--- src/design/dtcps_pkg.sv ---
`default_nettype none
package dtcps_pkg;

	// field and register widths
	localparam int FREQ_WIDTH   = 11;
	localparam int KEY_WIDTH    = 8;
	localparam int IDX_WIDTH    = 22;
	localparam int TOL_WIDTH    = 24;
	localparam int CNT_WIDTH    = 11;
	localparam int STATUS_WIDTH = 2;

	// stream payload widths, padded to whole bytes
	localparam int IN_DATA_WIDTH  = ((KEY_WIDTH + IDX_WIDTH + 7) / 8) * 8;
	localparam int OUT_DATA_WIDTH = ((STATUS_WIDTH + 2 * CNT_WIDTH + 7) / 8) * 8;

	// product, magnitude and signed error widths
	localparam int PROD_WIDTH    = 2 * FREQ_WIDTH;
	localparam int MAG_WIDTH     = PROD_WIDTH + 1;
	localparam int ERR_WIDTH     = PROD_WIDTH + 2;
	localparam int DIV_CNT_WIDTH = $clog2(PROD_WIDTH);

	localparam logic [TOL_WIDTH-1:0] TOL_RESET = TOL_WIDTH'(1280000);

	// result status codes
	typedef enum logic [STATUS_WIDTH-1:0] {
		STATUS_FOUND       = 2'd0,
		STATUS_UNKNOWN_KEY = 2'd1,
		STATUS_NO_PAIR     = 2'd2
	} status_t;

	// controller states
	typedef enum logic [2:0] {
		ST_IDLE,
		ST_CHECK,
		ST_DIV,
		ST_LOCATE,
		ST_MUL,
		ST_SUB,
		ST_SEARCH,
		ST_RESULT
	} state_t;

	typedef struct packed {
		logic                  hit;
		logic [FREQ_WIDTH-1:0] lo;
		logic [FREQ_WIDTH-1:0] hi;
	} key_info_t;

	// controller to datapath commands
	typedef struct packed {
		logic    load;
		logic    prod;
		logic    div_step;
		logic    loc_step;
		logic    mul;
		logic    sub;
		logic    srch_step;
		logic    res_load;
		status_t res_status;
	} cmd_t;

	// datapath to controller status
	typedef struct packed {
		logic key_hit;
		logic div_last;
		logic loc_more;
		logic loc_past;
		logic pair_hit;
		logic search_end;
		logic out_free;
	} stat_t;

	// keypad character to low and high tone
	function automatic key_info_t key_lookup(input logic [KEY_WIDTH-1:0] ch);
		key_info_t k;
		k = '0;
		k.hit = 1'b1;
		unique case (ch)
			8'h31: begin k.lo = FREQ_WIDTH'(697); k.hi = FREQ_WIDTH'(1209); end // '1'
			8'h30: begin k.lo = FREQ_WIDTH'(941); k.hi = FREQ_WIDTH'(1336); end // '0'
			8'h32: begin k.lo = FREQ_WIDTH'(697); k.hi = FREQ_WIDTH'(1336); end // '2'
			8'h33: begin k.lo = FREQ_WIDTH'(697); k.hi = FREQ_WIDTH'(1477); end // '3'
			8'h34: begin k.lo = FREQ_WIDTH'(770); k.hi = FREQ_WIDTH'(1209); end // '4'
			8'h35: begin k.lo = FREQ_WIDTH'(770); k.hi = FREQ_WIDTH'(1336); end // '5'
			8'h36: begin k.lo = FREQ_WIDTH'(770); k.hi = FREQ_WIDTH'(1477); end // '6'
			8'h37: begin k.lo = FREQ_WIDTH'(852); k.hi = FREQ_WIDTH'(1209); end // '7'
			8'h38: begin k.lo = FREQ_WIDTH'(852); k.hi = FREQ_WIDTH'(1336); end // '8'
			8'h39: begin k.lo = FREQ_WIDTH'(852); k.hi = FREQ_WIDTH'(1477); end // '9'
			8'h41: begin k.lo = FREQ_WIDTH'(697); k.hi = FREQ_WIDTH'(1633); end // 'A'
			8'h42: begin k.lo = FREQ_WIDTH'(770); k.hi = FREQ_WIDTH'(1633); end // 'B'
			8'h43: begin k.lo = FREQ_WIDTH'(852); k.hi = FREQ_WIDTH'(1633); end // 'C'
			8'h44: begin k.lo = FREQ_WIDTH'(941); k.hi = FREQ_WIDTH'(1633); end // 'D'
			8'h2A: begin k.lo = FREQ_WIDTH'(941); k.hi = FREQ_WIDTH'(1209); end // '*'
			8'h23: begin k.lo = FREQ_WIDTH'(941); k.hi = FREQ_WIDTH'(1477); end // '#'
			default: k.hit = 1'b0;
		endcase
		return k;
	endfunction

endpackage
`default_nettype wire

--- src/design/dtcps_datapath.sv ---
`default_nettype none
module dtcps_datapath (
	input  wire logic                                 clk,
	input  wire logic                                 arst_n,
	input  wire logic                                 cfg_valid,
	output logic                                      cfg_ready,
	input  wire logic [dtcps_pkg::TOL_WIDTH-1:0]      cfg_data,
	input  wire logic [dtcps_pkg::IN_DATA_WIDTH-1:0]  s_tdata,
	output logic                                      m_tvalid,
	input  wire logic                                 m_tready,
	output logic [dtcps_pkg::OUT_DATA_WIDTH-1:0]      m_tdata,
	input  wire dtcps_pkg::cmd_t                      cmd,
	output dtcps_pkg::stat_t                          stat
);
	import dtcps_pkg::*;

	logic [TOL_WIDTH-1:0]     tol_q;
	logic                     hit_q;
	logic [FREQ_WIDTH-1:0]    fl_q;
	logic [FREQ_WIDTH-1:0]    fh_q;
	logic [IDX_WIDTH-1:0]     rem_q;
	logic [FREQ_WIDTH-1:0]    d_q;
	logic [FREQ_WIDTH-1:0]    n_q;
	logic [PROD_WIDTH-1:0]    dvd_q;
	logic [PROD_WIDTH-1:0]    quo_q;
	logic [TOL_WIDTH-1:0]     rdiv_q;
	logic [DIV_CNT_WIDTH-1:0] div_cnt_q;
	logic [MAG_WIDTH-1:0]     a_q;
	logic [MAG_WIDTH-1:0]     b_q;
	logic [MAG_WIDTH-1:0]     ahead_q;
	logic signed [ERR_WIDTH-1:0] e_q;
	logic                     out_valid_q;
	status_t                  out_status_q;
	logic [CNT_WIDTH-1:0]     out_n_q;
	logic [CNT_WIDTH-1:0]     out_m_q;

	key_info_t                key;
	logic [TOL_WIDTH:0]       trial;
	logic                     trial_ge;
	logic [IDX_WIDTH-1:0]     d_plus_ext;
	logic [FREQ_WIDTH-1:0]    n_start;
	logic [FREQ_WIDTH:0]      n_plus;
	logic [FREQ_WIDTH:0]      p_plus;
	logic [FREQ_WIDTH:0]      d_plus;
	logic [MAG_WIDTH-1:0]     a_prod;
	logic [MAG_WIDTH-1:0]     b_prod;
	logic [MAG_WIDTH-1:0]     ahead_prod;
	logic [MAG_WIDTH-1:0]     fh_ext;
	logic [MAG_WIDTH-1:0]     fl_ext;
	logic [MAG_WIDTH-1:0]     ahead_next;
	logic signed [ERR_WIDTH-1:0] neg_e;
	logic [MAG_WIDTH-1:0]     abs_e;
	logic [MAG_WIDTH-1:0]     thr;

	assign cfg_ready = 1'b1;

	// decode the key of the incoming transaction
	assign key = key_lookup(s_tdata[KEY_WIDTH-1:0]);

	// restoring divider step: one quotient bit per cycle
	assign trial    = {rdiv_q, dvd_q[PROD_WIDTH-1]};
	assign trial_ge = (trial >= {1'b0, tol_q});

	// match threshold: floor(fl*fh / tol), unbounded for zero tolerance
	assign thr = (tol_q == '0) ? '1 : MAG_WIDTH'(quo_q);

	// locate and setup arithmetic
	assign d_plus_ext = IDX_WIDTH'(d_q) + IDX_WIDTH'(1);
	assign n_start    = d_q - rem_q[FREQ_WIDTH-1:0];
	assign n_plus     = {1'b0, n_start} + (FREQ_WIDTH+1)'(1);
	assign p_plus     = {1'b0, rem_q[FREQ_WIDTH-1:0]} + (FREQ_WIDTH+1)'(1);
	assign d_plus     = {1'b0, d_q} + (FREQ_WIDTH+1)'(1);
	assign a_prod     = n_plus * fh_q;
	assign b_prod     = p_plus * fl_q;
	assign ahead_prod = d_plus * fh_q;

	// search step arithmetic
	assign fh_ext     = MAG_WIDTH'(fh_q);
	assign fl_ext     = MAG_WIDTH'(fl_q);
	assign ahead_next = ahead_q + fh_ext;
	assign neg_e      = -e_q;
	assign abs_e      = e_q[ERR_WIDTH-1] ? neg_e[MAG_WIDTH-1:0] : e_q[MAG_WIDTH-1:0];

	// status toward the controller
	always_comb begin
		stat.key_hit    = hit_q;
		stat.div_last   = (div_cnt_q == DIV_CNT_WIDTH'(PROD_WIDTH - 1));
		stat.loc_more   = (d_q < fh_q) && (rem_q >= d_plus_ext);
		stat.loc_past   = (d_q == fh_q);
		stat.pair_hit   = (n_q < fl_q) && (abs_e <= thr);
		stat.search_end = (n_q == '0) && (d_q == fh_q - FREQ_WIDTH'(1));
		stat.out_free   = !out_valid_q || m_tready;
	end

	// tolerance register
	always_ff @(posedge clk or negedge arst_n) begin
		if (!arst_n) begin
			tol_q <= TOL_RESET;
		end else if (cfg_valid) begin
			tol_q <= cfg_data;
		end
	end

	// item registers, divider, locate and search counters
	always_ff @(posedge clk) begin
		if (cmd.load) begin
			hit_q <= key.hit;
			fl_q  <= key.lo;
			fh_q  <= key.hi;
			rem_q <= s_tdata[KEY_WIDTH +: IDX_WIDTH];
			d_q   <= '0;
		end
		if (cmd.prod) begin
			dvd_q     <= fl_q * fh_q;
			quo_q     <= '0;
			rdiv_q    <= '0;
			div_cnt_q <= '0;
		end
		if (cmd.div_step) begin
			dvd_q     <= {dvd_q[PROD_WIDTH-2:0], 1'b0};
			quo_q     <= {quo_q[PROD_WIDTH-2:0], trial_ge};
			rdiv_q    <= trial_ge ? TOL_WIDTH'(trial - {1'b0, tol_q}) : trial[TOL_WIDTH-1:0];
			div_cnt_q <= div_cnt_q + DIV_CNT_WIDTH'(1);
		end
		if (cmd.loc_step) begin
			rem_q <= rem_q - d_plus_ext;
			d_q   <= d_q + FREQ_WIDTH'(1);
		end
		if (cmd.mul) begin
			n_q     <= n_start;
			a_q     <= a_prod;
			b_q     <= b_prod;
			ahead_q <= ahead_prod;
		end
		if (cmd.sub) begin
			e_q <= $signed({1'b0, a_q}) - $signed({1'b0, b_q});
		end
		if (cmd.srch_step) begin
			if (n_q == '0) begin
				// move to the top of the next diagonal
				d_q     <= d_q + FREQ_WIDTH'(1);
				n_q     <= d_q + FREQ_WIDTH'(1);
				ahead_q <= ahead_next;
				e_q     <= $signed({1'b0, ahead_next}) - $signed({1'b0, fl_ext});
			end else begin
				n_q <= n_q - FREQ_WIDTH'(1);
				e_q <= e_q - $signed({1'b0, fh_ext + fl_ext});
			end
		end
	end

	// output register: hold the result until the transaction completes
	always_ff @(posedge clk or negedge arst_n) begin
		if (!arst_n) begin
			out_valid_q <= 1'b0;
		end else if (cmd.res_load) begin
			out_valid_q <= 1'b1;
		end else if (m_tready) begin
			out_valid_q <= 1'b0;
		end
	end

	always_ff @(posedge clk) begin
		if (cmd.res_load) begin
			out_status_q <= cmd.res_status;
			if (cmd.res_status == STATUS_FOUND) begin
				out_n_q <= CNT_WIDTH'(n_q);
				out_m_q <= CNT_WIDTH'(d_q - n_q);
			end else begin
				out_n_q <= '0;
				out_m_q <= '0;
			end
		end
	end

	assign m_tvalid = out_valid_q;
	assign m_tdata  = OUT_DATA_WIDTH'({out_m_q, out_n_q, out_status_q});

endmodule
`default_nettype wire

--- src/design/dtcps_ctrl.sv ---
`default_nettype none
module dtcps_ctrl (
	input  wire logic              clk,
	input  wire logic              arst_n,
	input  wire logic              s_tvalid,
	output logic                   s_tready,
	output dtcps_pkg::cmd_t        cmd,
	input  wire dtcps_pkg::stat_t  stat
);
	import dtcps_pkg::*;

	state_t  state_q;
	state_t  state_nxt;
	status_t status_q;
	status_t status_nxt;

	// state and pending status registers
	always_ff @(posedge clk or negedge arst_n) begin
		if (!arst_n) begin
			state_q  <= ST_IDLE;
			status_q <= STATUS_FOUND;
		end else begin
			state_q  <= state_nxt;
			status_q <= status_nxt;
		end
	end

	// next state and commands
	always_comb begin
		state_nxt      = state_q;
		status_nxt     = status_q;
		s_tready       = 1'b0;
		cmd            = '0;
		cmd.res_status = status_q;
		unique case (state_q)
			ST_IDLE: begin
				s_tready = 1'b1;
				if (s_tvalid) begin
					cmd.load  = 1'b1;
					state_nxt = ST_CHECK;
				end
			end
			ST_CHECK: begin
				if (!stat.key_hit) begin
					status_nxt = STATUS_UNKNOWN_KEY;
					state_nxt  = ST_RESULT;
				end else begin
					cmd.prod  = 1'b1;
					state_nxt = ST_DIV;
				end
			end
			ST_DIV: begin
				cmd.div_step = 1'b1;
				if (stat.div_last) begin
					state_nxt = ST_LOCATE;
				end
			end
			ST_LOCATE: begin
				if (stat.loc_more) begin
					cmd.loc_step = 1'b1;
				end else if (stat.loc_past) begin
					status_nxt = STATUS_NO_PAIR;
					state_nxt  = ST_RESULT;
				end else begin
					state_nxt = ST_MUL;
				end
			end
			ST_MUL: begin
				cmd.mul   = 1'b1;
				state_nxt = ST_SUB;
			end
			ST_SUB: begin
				cmd.sub   = 1'b1;
				state_nxt = ST_SEARCH;
			end
			ST_SEARCH: begin
				if (stat.pair_hit) begin
					status_nxt = STATUS_FOUND;
					state_nxt  = ST_RESULT;
				end else if (stat.search_end) begin
					status_nxt = STATUS_NO_PAIR;
					state_nxt  = ST_RESULT;
				end else begin
					cmd.srch_step = 1'b1;
				end
			end
			ST_RESULT: begin
				if (stat.out_free) begin
					cmd.res_load = 1'b1;
					state_nxt    = ST_IDLE;
				end
			end
			default: begin
				state_nxt = ST_IDLE;
			end
		endcase
	end

endmodule
`default_nettype wire

--- src/design/dual_tone_common_period_search_top.sv ---
// Channel  Direction  Handshake            Payload
// s        in         s_tvalid/s_tready    tdata: key_char, start_index
// m        out        m_tvalid/m_tready    tdata: status, low_tone_cycles, high_tone_cycles
// cfg      in         cfg_valid/cfg_ready  tolerance_inverse (always ready)
//
// One item at a time: key check, the threshold divider, a locate step per skipped
// diagonal, the two setup steps (multiply, subtract), then one candidate pair per
// cycle in the search loop, and finally loading the result.
// arst_n clears the controller, the output valid flag and the tolerance register.
// A stalled m side holds the result; the next item is taken meanwhile and its
// result waits in the controller until the output register frees.
`default_nettype none
module dual_tone_common_period_search_top (
	input  wire logic                                 clk,
	input  wire logic                                 arst_n,
	input  wire logic                                 s_tvalid,
	output logic                                      s_tready,
	input  wire logic [dtcps_pkg::IN_DATA_WIDTH-1:0]  s_tdata,  // key_char, start_index, pad
	output logic                                      m_tvalid,
	input  wire logic                                 m_tready,
	output logic [dtcps_pkg::OUT_DATA_WIDTH-1:0]      m_tdata,  // status, low/high_tone_cycles
	input  wire logic                                 cfg_valid,
	output logic                                      cfg_ready,
	input  wire logic [dtcps_pkg::TOL_WIDTH-1:0]      cfg_data
);
	import dtcps_pkg::*;

	cmd_t  cmd;
	stat_t stat;

	// sequencer
	dtcps_ctrl u_ctrl (
		.clk      (clk),
		.arst_n   (arst_n),
		.s_tvalid (s_tvalid),
		.s_tready (s_tready),
		.cmd      (cmd),
		.stat     (stat)
	);

	// arithmetic, counters and output register
	dtcps_datapath u_datapath (
		.clk       (clk),
		.arst_n    (arst_n),
		.cfg_valid (cfg_valid),
		.cfg_ready (cfg_ready),
		.cfg_data  (cfg_data),
		.s_tdata   (s_tdata),
		.m_tvalid  (m_tvalid),
		.m_tready  (m_tready),
		.m_tdata   (m_tdata),
		.cmd       (cmd),
		.stat      (stat)
	);

endmodule
`default_nettype wire
--- config.mk ---
export PLATFORM = sky130hd
export DESIGN_NAME = dual_tone_common_period_search_top
export DESIGN_NICKNAME = d
export VERILOG_FILES = /design/src/design/dtcps_pkg.sv /design/src/design/dtcps_datapath.sv /design/src/design/dtcps_ctrl.sv /design/src/design/dual_tone_common_period_search_top.sv
export SDC_FILE = /design/constraint.sdc
export NUM_CORES = 2
export LEC_CHECK = 0
export BUFFER_PORTS_ARGS = -buffer_cell sky130_fd_sc_hd__buf_2
export CORE_ASPECT_RATIO = 0.75
export CORE_MARGIN = 2
export CORE_UTILIZATION = 55
export CTS_BUF_LIST = sky130_fd_sc_hd__clkbuf_8
export CTS_CLUSTER_DIAMETER = 80
export DETAILED_ROUTE_END_ITERATION = 6
export GPL_ROUTABILITY_DRIVEN = 0
export PLACE_DENSITY_LB_ADDON = 0.3
export SETUP_SLACK_MARGIN = 0.2
export SLEW_MARGIN = 15
export SYNTH_ARGS = -nofsm -noshare
export SYNTH_HDL_FRONTEND = slang
export SYNTH_HIERARCHICAL = 1
export SYNTH_SLANG_ARGS = --single-unit
--- constraint.sdc ---
create_clock -name clk -period 9.3 [get_ports clk]
set_input_delay 0.93 -clock clk [delete_from_list [all_inputs] [get_ports clk]]
set_output_delay 0.93 -clock clk [all_outputs]
set_load 0.005 [all_outputs]
==> metrics <==
WP buf/inv=5; worst setup path category=reg -> reg; initial antenna violation count=3; Site Rows=79; Gate Count Post-Synth=3779; die span in x=292.8 um; DRC Markers=0; grt total ovfl=0; Post-DRT Antenna Nets=0; FMAX=0.1172 GHz; status=completed; Post-CTS Resized=0; largest net degree at the start of global routing=73; Die Y=220.6 um; crit path DAT=8.96 ns; hpwl dp=70.19 mm; Slew Limit Fails=0; clock buffer depth=3; reg-to-reg startpoint=u_datapath/d_q[0]; vias in the first global route=25980; final WL=90.58 mm; CTS Hold Bufs=0; MaxCap Viol Count=0; #FFs+latches synth=279; CP delay by family, top=adder cells; sequential area share after synthesis=0.2291; most frequent cells in the layout=inv_1 (522), ha_1 (436), nor2_1 (406); syn avg cell area=9.105 sq um; layout cells sized above 1=0.06595; Vias=27380; number of I/O pins=88; Worst setup SP type=flop; CTS tree=done; fin crit share=0.9178; yosys synthesis warning count=6; DRT Pass-1 Iters=6; syn_nets=4581; unrepaired setup endpoints after global routing=no; FF/Latch Area=7884 sq um; IO buf count=84; worst hold slack=0.3221 ns; CTS Buf Count=48; CTS root buf=clkbuf_8; drt wl/cell=19.30 um; final-report hold violation count=0; endpoint type of the worst setup path=flop; Rel. slew slack=0.1454; Netlist Area Pre-Place=34410 sq um; multi-input logic area=24150 sq um; Reg clk slew, reported paths=0.07 ns; Core Region=61980 sq um; final setup vio count=0; drt initial violations=2223; GRT Util Overall=0.2837; Clk Latency, worst-skew pair=0.68 ns; Worst Hold Class=in -> async; first-pass GRT wire length=143.6 mm; Critical Path RT=9.73 ns; P&R area growth vs syn=6.695%; Worst path slowest cell=xor2_1; setup TNS=0 ns; final net count=4644; Fin Clk Skew=0.05857 ns; Largest stage delay, worst path=0.68 ns; postcts setup bufs=0; clock sink count=279; via-per-instance ratio=5.835; crit path max fanout=12; Fillers=5413; Tmin final=8.536 ns; Post-synth ARST share=0.1075; distinct cell type count after synthesis=92; initial core utilization=0.5552; Tightest Pin Transition=1.272 ns; die area=64600 sq um; H-tree Lvls=2; number of flops mapped to enable cells by yosys=214; crit path launch=u_datapath/d_q[0]; Most common cell on crit path=fa_1; Primary FF master, synth=edfxtp_1; commonest non-fill, non-tap cell in the layout=inv_1
per-stage QoR:
step	utilization	instances	worst slack [ns]	area (sq um)
finish	0.5923	4693	0.7644	36710
global route	0.5923	4692	0.3060	36710
CTS	0.5922	4692	0.9771	36700
detailed placement	0.5764	4602	0.9155	35720
global placement	0.5764	4602	1.045	35720
floorplan	-	3779	2.047	34410
kinds of logic after synthesis:
family                   after synthesis  share of synthesized area
other                                  1                  0.0001090
adder cells (fa/ha/maj)              741                     0.3360
AND/OR/NAND/NOR                     1156                     0.1589
flip-flops                           279                     0.2291
AO/OA/AOI/OAI                        666                     0.1255
XOR/XNOR                             261                    0.06644
multiplexers                          47                    0.01415
buffers and inverters                628                    0.06971
sequential cells by signal, summed over array words and instances (netlist names), 23 cells and up:
signal and cells:
u_datapath/a_q 23, u_datapath/e_q 24, u_datapath/tol_q 24, u_datapath/rdiv_q 24
u_datapath/b_q 23, u_datapath/ahead_q 23
final timing paths:
path	to	slack, ns	cells past startpoint
min	u_ctrl/state_q[2]	0.32	1
max in group asynchronous	u_datapath/tol_q[12]	8.51	1
min reg2reg	u_datapath/dvd_q[0]	0.51	2
max reg2reg	u_datapath/a_q[21]	0.76	29
max	u_datapath/a_q[21]	0.76	29
min in group clk	u_datapath/tol_q[18]	0.49	3
Yosys cell counts, drive strengths merged (25+ instances only):
master	number	area, sq um
a21o	67	503.0
fa	305	6106
clkbuf	96	360.4
nand2b	49	306.5
or3	25	156.4
and3	29	181.4
dfxtp	35	700.7
o21ai	192	960.9
mux2i	34	340.3
and2	113	706.9
dfrtp	25	625.6
a21oi	167	835.8
nor2	408	1539
xnor2	168	1471
nand4	26	162.7
edfxtp	214	6426
nor2b	44	275.3
inv	502	1884
nand3	57	285.3
ha	436	5455
nand2	264	991.0
xor2	93	814.5
nor3	66	330.3
cell type report:
cell class / instances / area share
Antenna cell: 1 / 0.00006817
Timing Repair Buffer: 129 / 0.02065
Inverter: 512 / 0.05235
Clock buffer: 54 / 0.02025
Multi-Input combinational cell: 2872 / 0.6579
Tap cell: 810 / 0.02761
Sequential cell: 279 / 0.2148
Clock inverter: 36 / 0.006374
routing by layer:
layer	global-route usage	vias to the layer above	wire, um
li1	-	12900	-
met1	0.4279	13240	41350
met2	0.4044	1127	36600
met3	0.07423	120	10580
met4	0.06650	0	2052
met5	0	-	0
Power is not shown: default switching activity piles up to over one toggle a cycle in this logic, so the estimate is an artifact.
